<file path="src/sv/urrb_pkg.sv">
// Package for the UART receive ring buffer.
// Holds the ring geometry, field widths, command codes and error mask bit positions.
// No dependencies.
package urrb_pkg;

  localparam int DEPTH  = 64;
  localparam int PTR_W  = $clog2(DEPTH);
  localparam int BYTE_W = 8;
  localparam int ERR_W  = 4;

  localparam logic CMD_RECEIVE = 1'b0;
  localparam logic CMD_READ    = 1'b1;

  localparam int ERR_FRAME    = 0;
  localparam int ERR_OVERRUN  = 1;
  localparam int ERR_NOISE    = 2;
  localparam int ERR_OVERFLOW = 3;

endpackage

</file>
<file path="src/sv/urrb_ram.sv">
// Generic single-port-write, single-port-read synchronous RAM.
// The read data is registered, so it is valid in the cycle after the address.
// No dependencies.
module urrb_ram #(
  parameter int WIDTH = 8,
  parameter int DEPTH = 64
) (
  input  logic                     clk,
  input  logic                     we,
  input  logic [$clog2(DEPTH)-1:0] waddr,
  input  logic [WIDTH-1:0]         wdata,
  input  logic [$clog2(DEPTH)-1:0] raddr,
  output logic [WIDTH-1:0]         rdata
);

  logic [WIDTH-1:0] mem [DEPTH];

  always_ff @(posedge clk) begin
    if (we) begin
      mem[waddr] <= wdata;
    end
    rdata <= mem[raddr];
  end

endmodule

</file>
<file path="src/sv/urrb_ctrl.sv">
// Pointer, error and output control for the UART receive ring buffer.
// Drives the ring RAM and holds the result item register.
// Depends on urrb_pkg.
module urrb_ctrl (
  input  logic                        clk,
  input  logic                        rst,
  input  logic                        in_valid,
  output logic                        in_stall,
  input  logic                        cmd,
  input  logic [urrb_pkg::BYTE_W-1:0] rx_byte,
  input  logic                        frame_error,
  input  logic                        overrun_error,
  input  logic                        noise_error,
  output logic                        out_valid,
  input  logic                        out_stall,
  output logic                        no_data,
  output logic [urrb_pkg::BYTE_W-1:0] read_byte,
  output logic [urrb_pkg::ERR_W-1:0]  error_mask,
  output logic                        ram_we,
  output logic [urrb_pkg::PTR_W-1:0]  ram_waddr,
  output logic [urrb_pkg::BYTE_W-1:0] ram_wdata,
  output logic [urrb_pkg::PTR_W-1:0]  ram_raddr,
  input  logic [urrb_pkg::BYTE_W-1:0] ram_rdata
);
  import urrb_pkg::*;

  localparam logic [PTR_W-1:0] LAST_SLOT = PTR_W'(DEPTH - 1);

  logic [PTR_W-1:0] wr_ptr;
  logic [PTR_W-1:0] rd_ptr;
  logic [PTR_W-1:0] wr_ptr_next;
  logic [PTR_W-1:0] rd_ptr_next;
  logic [ERR_W-1:0] last_error;
  logic [ERR_W-1:0] rx_mask;
  logic             pending;
  logic             empty;
  logic             full;
  logic             is_read;
  logic             accept;

  assign wr_ptr_next = (wr_ptr == LAST_SLOT) ? '0 : wr_ptr + 1'b1;
  assign rd_ptr_next = (rd_ptr == LAST_SLOT) ? '0 : rd_ptr + 1'b1;
  assign empty       = (wr_ptr == rd_ptr);
  assign full        = (wr_ptr_next == rd_ptr);
  assign is_read     = (cmd == CMD_READ);

  assign in_stall = pending | (is_read & out_valid & out_stall);
  assign accept   = in_valid & ~in_stall;

  always_comb begin
    rx_mask               = '0;
    rx_mask[ERR_FRAME]    = frame_error;
    rx_mask[ERR_OVERRUN]  = overrun_error;
    rx_mask[ERR_NOISE]    = noise_error;
    rx_mask[ERR_OVERFLOW] = full;
  end

  assign ram_we    = accept & ~is_read & ~full;
  assign ram_waddr = wr_ptr_next;
  assign ram_wdata = rx_byte;
  assign ram_raddr = rd_ptr_next;

  always_ff @(posedge clk) begin
    if (rst) begin
      wr_ptr     <= '0;
      rd_ptr     <= '0;
      last_error <= '0;
      pending    <= 1'b0;
      out_valid  <= 1'b0;
    end else begin
      pending <= accept & is_read & ~empty;
      if (accept && !is_read) begin
        last_error <= rx_mask;
        if (!full) begin
          wr_ptr <= wr_ptr_next;
        end
      end
      if (accept && is_read && !empty) begin
        rd_ptr <= rd_ptr_next;
      end
      if (pending || (accept && is_read && empty)) begin
        out_valid <= 1'b1;
      end else if (!out_stall) begin
        out_valid <= 1'b0;
      end
    end
  end

  always_ff @(posedge clk) begin
    if (pending) begin
      no_data    <= 1'b0;
      read_byte  <= ram_rdata;
      error_mask <= last_error;
    end else if (accept && is_read && empty) begin
      no_data    <= 1'b1;
      read_byte  <= '0;
      error_mask <= '0;
    end
  end

`ifndef SYNTH
  a_pending_stalls: assert property (@(posedge clk) disable iff (rst)
    pending |-> in_stall)
    else $error("input accepted while a RAM read is outstanding");

  a_pending_result: assert property (@(posedge clk) disable iff (rst)
    pending |=> out_valid && !no_data)
    else $error("RAM read did not produce a data result");

  a_empty_read: assert property (@(posedge clk) disable iff (rst)
    (accept && is_read && empty) |=> out_valid && no_data)
    else $error("read of an empty ring did not report no-data");

  a_no_data_zero: assert property (@(posedge clk) disable iff (rst)
    (out_valid && no_data) |-> (read_byte == '0) && (error_mask == '0))
    else $error("no-data result carries nonzero payload");

  a_overflow_hold: assert property (@(posedge clk) disable iff (rst)
    (accept && !is_read && full) |=> (wr_ptr == $past(wr_ptr)) && last_error[ERR_OVERFLOW])
    else $error("receive into a full ring moved the write pointer");
`endif

endmodule

</file>
<file path="src/sv/uart_receive_ring_buffer_core.sv">
// Top level of the UART receive ring buffer.
// Connects the control logic to the ring RAM.
// Depends on urrb_pkg, urrb_ram and urrb_ctrl.
//
//   Channel  Handshake            Payload
//   input    in_valid / in_stall  cmd, rx_byte, frame_error, overrun_error, noise_error
//   output   out_valid / out_stall  no_data, read_byte, error_mask
//
// A receive item writes the RAM directly; any item stalls while a RAM read is pending.
// A read of a nonempty ring goes through the RAM's registered read port, then the
// result register; a read of an empty ring loads the result register directly.
// Synchronous reset empties the ring at once; RAM contents are not cleared.
// A read item is stalled while the result register is full and stalled.
module uart_receive_ring_buffer_core (
  input  logic                        clk,
  input  logic                        rst,
  input  logic                        in_valid,
  output logic                        in_stall,
  input  logic                        cmd,
  input  logic [urrb_pkg::BYTE_W-1:0] rx_byte,
  input  logic                        frame_error,
  input  logic                        overrun_error,
  input  logic                        noise_error,
  output logic                        out_valid,
  input  logic                        out_stall,
  output logic                        no_data,
  output logic [urrb_pkg::BYTE_W-1:0] read_byte,
  output logic [urrb_pkg::ERR_W-1:0]  error_mask
);
  import urrb_pkg::*;

  logic              ram_we;
  logic [PTR_W-1:0]  ram_waddr;
  logic [BYTE_W-1:0] ram_wdata;
  logic [PTR_W-1:0]  ram_raddr;
  logic [BYTE_W-1:0] ram_rdata;

  urrb_ctrl u_ctrl (
    .clk           (clk),
    .rst           (rst),
    .in_valid      (in_valid),
    .in_stall      (in_stall),
    .cmd           (cmd),
    .rx_byte       (rx_byte),
    .frame_error   (frame_error),
    .overrun_error (overrun_error),
    .noise_error   (noise_error),
    .out_valid     (out_valid),
    .out_stall     (out_stall),
    .no_data       (no_data),
    .read_byte     (read_byte),
    .error_mask    (error_mask),
    .ram_we        (ram_we),
    .ram_waddr     (ram_waddr),
    .ram_wdata     (ram_wdata),
    .ram_raddr     (ram_raddr),
    .ram_rdata     (ram_rdata)
  );

  urrb_ram #(
    .WIDTH (BYTE_W),
    .DEPTH (DEPTH)
  ) u_ring (
    .clk   (clk),
    .we    (ram_we),
    .waddr (ram_waddr),
    .wdata (ram_wdata),
    .raddr (ram_raddr),
    .rdata (ram_rdata)
  );

endmodule

</file>
<file path="config.mk">
export PLATFORM = sky130hd
export DESIGN_NAME = uart_receive_ring_buffer_core
export DESIGN_NICKNAME = d
export VERILOG_FILES = /design/src/sv/urrb_pkg.sv /design/src/sv/urrb_ram.sv /design/src/sv/urrb_ctrl.sv /design/src/sv/uart_receive_ring_buffer_core.sv
export SDC_FILE = /design/constraint.sdc
export NUM_CORES = 1
export LEC_CHECK = 0
export ABC_AREA = 1
export BUFFER_PORTS_ARGS = -buffer_cell sky130_fd_sc_hd__buf_2
export CORE_MARGIN = 2
export CORE_UTILIZATION = 35
export DETAILED_ROUTE_END_ITERATION = 7
export SETUP_SLACK_MARGIN = 0.2
export SLEW_MARGIN = 0
export SYNTH_ARGS = -nofsm -noshare
export SYNTH_HDL_FRONTEND = slang
export SYNTH_SLANG_ARGS = --single-unit
</file>
<file path="constraint.sdc">
create_clock -name clk -period 2.4 [get_ports clk]
set_input_delay 0.36 -clock clk [delete_from_list [all_inputs] [get_ports clk]]
set_output_delay 0.36 -clock clk [all_outputs]
set_load 0.02 [all_outputs]
</file>
==> qor.csv, run 1 <==
metric;value;unit
status;complete, no violations;
Post-Synthesis Cells;2243;
Nets;2438;
Worst path slowest cell;dfxtp_4;
VDD IR max;615;uV
H-tree levels;2;
# port buffers;30;
TNS Setup;0;ns
Max Cap Viol;0;
fill cell count;5862;
synthesized flop and latch total;551;
XOR/XNOR share of the synthesized area;0.295;%
fin cells;3340;
die width;264;um
highest-count cells in the layout ignoring fill and taps;nand2_1 (637), edfxtp_1 (524), nand3_1 (372);
syn_nets;2261;
Synth cell types;28;
clock-pin slew on the worst setup and hold paths;0.06;ns
HPWL Detailed;38800;um
GP Congestion;0.916;
hold_ws;0.112;ns
switching share of power;28.8;%
routed len/inst;21.8;um
Leak;12.0;nW
area taken by multi-input logic gates;8120;sq um
Top cell by count, worst path;buf_6;
I/O pin total;31;
CTS tree;yes;
Crit Path Max Fanout;8;
Routed Antenna Nets;0;
fraction of layout cells with a size suffix above 1;27.2;%
crit path cell chain;ha_4 -> nand3_4 -> buf_6 -> nor3_4 -> nor2_2 -> nand2_1 -> o211ai_1 -> nor2_1 -> nand2_2 -> nand2_4 -> inv_12 -> nand2_8 -> nor2_4 -> buf_6;
Crit Path Class;flip-flop to flip-flop;
final setup fails;0;
Synth Area in Compound Gates;1.33;%
Vias;18100;
clock latency on the worst-skew pair;0.62;ns
antenna violations before repair;0;
row count;95;
clk_skew;0.0285;ns
clk sink count;551;
TritonCTS Buffers;55;
Iter 0 DRT Violations;2135;
n_diodes;0;
Cell Int Power;17.7;mW
Bufs and invs on worst path;3;
Largest stage delay, worst path;0.36;ns
Post-Synth Simple-Gate Area;25.0;%
drt drc;0;
Comb pwr share;20.9;%
Max Freq;0.421;GHz
placed cell count;3168;
Arr. time, crit path;2.70;ns
vias in the first global route;17200;
Total Routing Usage GR;19.2;%
syn_area_per_cell;10.6;sq um
Worst-Margin Slew;0.613;ns
Clk network pwr share;35.6;%
YS warnings;0;
first-pass GRT wire length;102000;um
Die H;264;um
core box area;67200;sq um
die area;69900;sq um
area of the mapped netlist;23700;sq um
drt total wl;72800;um
GRT overflow;0;
hold crit path type;input pin to flip-flop;
mux cell area share after synthesis;0;%
Adder-Cell Fraction of Synth Area;0.105;%
largest family of logic cells by synthesized area;simple AND/OR/NAND/NOR gates;
Flop pwr share;43.4;%
router iterations before antenna repair;5;
Max Buffers Root-to-Sink;3;
RSZ-0062 raised after global routing;yes;
Final period util;99.1;%
Power Density;794;nW/um^2
crit path time final;2.38;ns
CP required;2.72;ns
Worst setup EP type;flip-flop;
Switch Pwr;7.15;mW
largest net degree at the start of global routing;73;
DR vias/cell;5.41;
CP Launch Type;flip-flop;
Initial Util;35.3;%
relative slew slack;59.1;%
delay-heaviest family, CP;simple AND/OR/NAND/NOR gates;
final hold vios;0;
sequential cell area;16300;sq um
sequential element share of the synthesized area;68.6;%
final-report max-slew violation count;0;
most common cell after layout, fill and taps aside;nand2_1;
fin util;46.6;%
area added between synthesis and finish;32.0;%
Root Buffer;clkbuf_16;
==> cell usage after synthesis, drive strengths merged <==
cell type | instances | area share, %
o21ai | 13 | 0.27
nor3 | 2 | 0.042
o211ai | 17 | 0.54
nand3 | 517 | 11
nand2 | 737 | 12
clkinv | 2 | 0.032
inv | 125 | 2.0
nand3b | 18 | 0.57
ha | 2 | 0.11
nand4 | 4 | 0.13
a21oi | 21 | 0.44
dfxtp | 27 | 2.3
edfxtp | 524 | 66
o21bai | 1 | 0.079
xor2 | 8 | 0.30
clkbuf | 46 | 0.73
nor2 | 88 | 1.4
buf | 91 | 1.9
==> tightest hold or removal path: stages <==
cell	delay, ns
buf_2	0.08
nand2_1	0.07
inv_1	0.05
o21ai_0	0.07
inv_1	0.05
==> through the flow <==
| step | worst slack, ns | area (sq um) | total power [mW] |
|---|---|---|---|
| floorplan | -0.0307 | 23700 | 13.3 |
| global placement | -0.0131 | 26000 | 14.9 |
| detailed placement | -0.00124 | 26000 | 14.9 |
| CTS | 0.125 | 29300 | 24.1 |
| global route | -0.0525 | 31300 | 25.7 |
| finish | 0.0219 | 31300 | 24.9 |
==> layout make-up <==
type,instances,share of cell area [%]
clock buffer,68,4.68
multi-input combinational,1428,25.9
timing repair buffer,257,11.0
tap,873,3.49
sequential,551,52.0
inverter,127,1.60
clock inverter,36,1.27
==> power groups by stage <==
stage | Sequential [mW] | Clock [mW] | Combinational (mW)
after floorplan | 11.0 | 0 | 2.35
after global placement | 11.0 | 0 | 3.88
after detailed placement | 11.0 | 0 | 3.90
after CTS | 10.8 | 8.95 | 4.39
after global routing | 10.8 | 9.33 | 5.55
final | 10.8 | 8.87 | 5.20
==> kinds of logic after synthesis <==
| family | after synthesis |
|---|---|
| AO/OA/AOI/OAI | 52 |
| XOR/XNOR | 8 |
| adder cells (fa/ha/maj) | 2 |
| buffers and inverters | 264 |
| flip-flops | 551 |
| AND/OR/NAND/NOR | 1366 |
==> metal layers <==
metal / up-vias / track usage (%) / share of wire [%]
li1: 8075 / - / -
met1: 8848 / 26.1 / 41
met2: 969 / 30.4 / 46
met3: 172 / 4.07 / 9.4
met4: 0 / 7.06 / 3.8
met5: - / 0 / 0
==> repair_timing <==
action,CTS,global route
endpoints found under the setup margin,520,521
setup buffers,14,14
hold buffers,4,0
pin swaps,27,117
gates resized for setup,221,330
gates cloned,12,24
hold endpoints to repair,4,0
==> flip-flops by register name, summed over array words and instances, names as in the netlist <==
register	flops
u_ring.mem	512
u_ctrl.rd_ptr	6
u_ctrl.wr_ptr	6
u_ctrl.last_error	4
u_ctrl.error_mask	4
u_ring.rdata	8
u_ctrl.no_data	1
u_ctrl.read_byte	8
u_ctrl.pending	1
u_ctrl.out_valid	1
==> worst paths after layout <==
check	end	slack [ns]	cells after the start	startpoint
worst max-delay path	u_ring.mem[1][6]	0.02	14	u_ctrl.wr_ptr[1]
worst min-delay path	u_ctrl.out_valid	0.11	5	out_stall
worst max register to register	u_ring.mem[1][6]	0.02	14	u_ctrl.wr_ptr[1]
worst min register to register	u_ctrl.last_error[3]	0.45	2	u_ctrl.last_error[3]
No activity file was read; power rests on OpenSTA's default activity.
==> run 2: changes to the inputs <==
- ABC_AREA: 1 -> 0
==> qor.csv, run 2 <==
metric;value;unit;change
status;finished with violations;;
failing checks;negative setup slack;;
syn_area_per_cell;13.7;sq um;+30%
Max Freq;0.380;GHz;-9.6%
I/O pin total;31;;unchanged
Max Buffers Root-to-Sink;3;;unchanged
Largest stage delay, worst path;0.46;ns;+0.10 ns
Synth Area in Compound Gates;7.65;%;+6.3 points
worst setup path start;u_ctrl.wr_ptr[0];;
mux cell area share after synthesis;3.90;%;+3.9 points
highest-count cells in the layout ignoring fill and taps;edfxtp_1 (524), nand2_1 (305), buf_4 (148);;
XOR/XNOR share of the synthesized area;0.728;%;+0.43 points
Initial Util;35.6;%;+0.24 points
clk_skew;0.0226;ns;-0.00591 ns
Most used DFF post-synth;edfxtp_1;;
Crit Path Class;flip-flop to flip-flop;;
largest family of logic cells by synthesized area;simple AND/OR/NAND/NOR gates;;
GP Congestion;0.859;;-6.3%
Leak;9.89;nW;-18%
TNS Setup;-71.87;ns;-71.87 ns
synthesized flop and latch total;551;;unchanged
row count;92;;-3.2%
area added between synthesis and finish;31.4;%;
CP Launch Type;flip-flop;;
Final period util;110;%;+10 points
fraction of layout cells with a size suffix above 1;29.8;%;+2.6 points
fill cell count;5483;;-6.5%
final hold vios;0;;unchanged
final-report max-slew violation count;0;;unchanged
Crit Path Max Fanout;8;;unchanged
sequential element share of the synthesized area;72.3;%;+3.7 points
largest area contributor in the synthesized netlist;edfxtp_1;;
Final Instance Area;29600;sq um;-5.6%
Place WS;-0.422;ns;-0.421 ns
first-pass GRT wire length;97400;um;-4.8%
Iter 0 DRT Violations;1816;;-15%
max reg flops;512;;unchanged
Critical path destination;u_ring.mem[48][5];;
RR Endpoint;u_ring.mem[48][5];;
crit path cell chain;ha_4 -> and3_4 -> o21ai_2 -> a21o_2 -> xor2_4 -> o31ai_2 -> or4_4 -> buf_12 -> nor2_4;;
top post-synthesis cells by area;edfxtp_1 (70%), nand2_1 (5.2%), mux2i_1 (3.2%);;
biggest regs;u_ring.mem: 512 flops, u_ctrl.read_byte: 8 flops, u_ring.rdata: 8 flops;;
Adder-Cell Fraction of Synth Area;0.111;%;+0.0057 points
Synth cell types;71;;+150%
sequential cell area;16300;sq um;unchanged
Root Buffer;clkbuf_16;;
GRT overflow;0;;unchanged
DR vias/cell;5.45;;+0.77%
number of flops mapped to enable cells by yosys;524;;unchanged
Max Cap Viol;0;;unchanged
core box area;63300;sq um;-5.7%
final setup fails;520;;+520
CTS tree;yes;;
Worst-Margin Slew;0.903;ns;+0.290 ns
Routed Antenna Nets;0;;unchanged
vias in the first global route;14700;;-14%
final worst setup slack;-0.229;ns;-0.251 ns
Total Routing Usage GR;19.7;%;+0.47 points
reg2reg setup slack;-0.23;ns;-0.25 ns
relative slew slack;39.3;%;-20 points
fin util;46.7;%;+0.085 points
Post-Synthesis Cells;1641;;-27%
HPWL Detailed;41500;um;+7.0%
clk sink count;551;;unchanged
r2r startpoint;u_ctrl.wr_ptr[0];;
placed instance area;25800;sq um;-0.79%
TritonCTS Buffers;57;;+3.6%
Post-Synth Simple-Gate Area;12.1;%;-13 points
n_diodes;0;;unchanged
Arr. time, crit path;2.94;ns;+0.24 ns
area taken by multi-input logic gates;6580;sq um;-19%
Die H;258;um;-2.5%
# port buffers;30;;unchanged
commonest cells in the netlist;edfxtp_1 (524), nand2_1 (310), nand3_1 (96), nor2_1 (95), mux2i_1 (73);;
CP required;2.71;ns;about the same
Nets;1917;;-21%
Worst path slowest cell;or4_4;;
most common cell after layout, fill and taps aside;edfxtp_1;;
Power Density;710;nW/um^2;-11%
drt total wl;67900;um;-6.7%
most frequent cell after synthesis;edfxtp_1;;
VDD IR max;540;uV;-12%
top-area cell type share of the netlist area;69.9;%;+3.6 points
largest net degree at the start of global routing;65;;-11%
RSZ-0062 raised after global routing;yes;;
router iterations before antenna repair;6;;+1
syn_nets;1659;;-27%
die width;258;um;-2.5%
H-tree levels;2;;unchanged
area of the mapped netlist;22500;sq um;-5.1%
routed len/inst;24.4;um;+12%
hold crit path type;input pin to flip-flop;;
die area;66400;sq um;-5.0%
Worst setup EP type;flip-flop;;
antenna violations before repair;1;;+1
Worst Reg-to-Reg Cells;9;;-5
clock-pin slew on the worst setup and hold paths;0.06;ns;about the same
Vias;15200;;-16%
clock latency on the worst-skew pair;0.63;ns;about the same
crit path time final;2.63;ns;+0.251 ns
Post-synth ARST share;0;%;unchanged
drt drc;0;;unchanged
YS warnings;0;;unchanged
Reg with most FFs;u_ring.mem;;
[run 2: cell count changes after synthesis, moves of 30 or more]
cell,delta
mux2i_1,+73
nand4_1,+30
a32oi_1,+48
nand3_1,-418
inv_1,-97
nand2_1,-417
a211oi_1,+46
[run 2: logic make-up after synthesis]
group | count (synthesis)
and+or+nand+nor | 612
DFF | 551
AOI/OAI and AO/OA | 235
buffers and inverters | 143
muxes | 81
xor gates and xnor gates | 17
adders and majority gates | 2
[run 2: timing repair]
action / CTS / global route
setup buffers: 37 / 35
endpoints found under the hold margin: 4 / 0
resized for setup: 72 / 86
hold buffers: 4 / 0
pin swaps: 49 / 54
gates cloned: 9 / 7
endpoints found under the setup margin: 524 / 546
[run 2: power by group]
part	total [mW]	switching (mW)	internal, mW
clock	8.72	3.72	5.00
sequential	10.6	0.0384	10.6
combinational	1.67	0.956	0.713
[run 2: worst min path at each step]
| stage | startpoint | endpoint | cells after the start |
|---|---|---|---|
| after floorplan | u_ctrl.last_error[0] | u_ctrl.last_error[0] | 2 |
| after global placement | u_ctrl.no_data | u_ctrl.no_data | 2 |
| after detailed placement | u_ctrl.no_data | u_ctrl.no_data | 2 |
| after CTS | in_valid | u_ctrl.no_data | 3 |
| after global routing | rst | u_ctrl.wr_ptr[0] | 2 |
| final | rst | u_ctrl.wr_ptr[3] | 2 |
[run 2: final cells by class]
class	count	area share (%)
clock buffer	67	5.09
clock inverter	36	1.07
inverter	26	0.330
multi-input combinational	948	22.2
sequential	551	55.1
tap	846	3.58
timing repair buffer	315	12.6
[run 2: critical path, delay by kind of cell (launching register included)]
family / cells / cell delay (ns)
fa+ha+maj: 1 / 0.18
flops: 1 / 0.36
compound gates: 3 / 0.46
buf+inv: 1 / 0.19
xor+xnor: 1 / 0.20
simple gates: 3 / 0.92
[run 2: layer usage]
metal,up-vias,wire length (um),global-route usage [%]
met5,-,0,0
met4,0,1880,6.41
met3,116,5080,2.82
met2,722,33100,32.5
met1,7643,27900,26.8
li1,6719,-,-
[run 2: metrics by stage]
stage                     hold slack, ns  power [mW]  instances
after detailed placement           0.456        12.1       2594
final                              0.147        21.0       2789
after global placement             0.451        12.1       2594
after CTS                         0.0756        20.9       2747
after floorplan                    0.452        11.5       1641
after global routing               0.166        21.6       2789
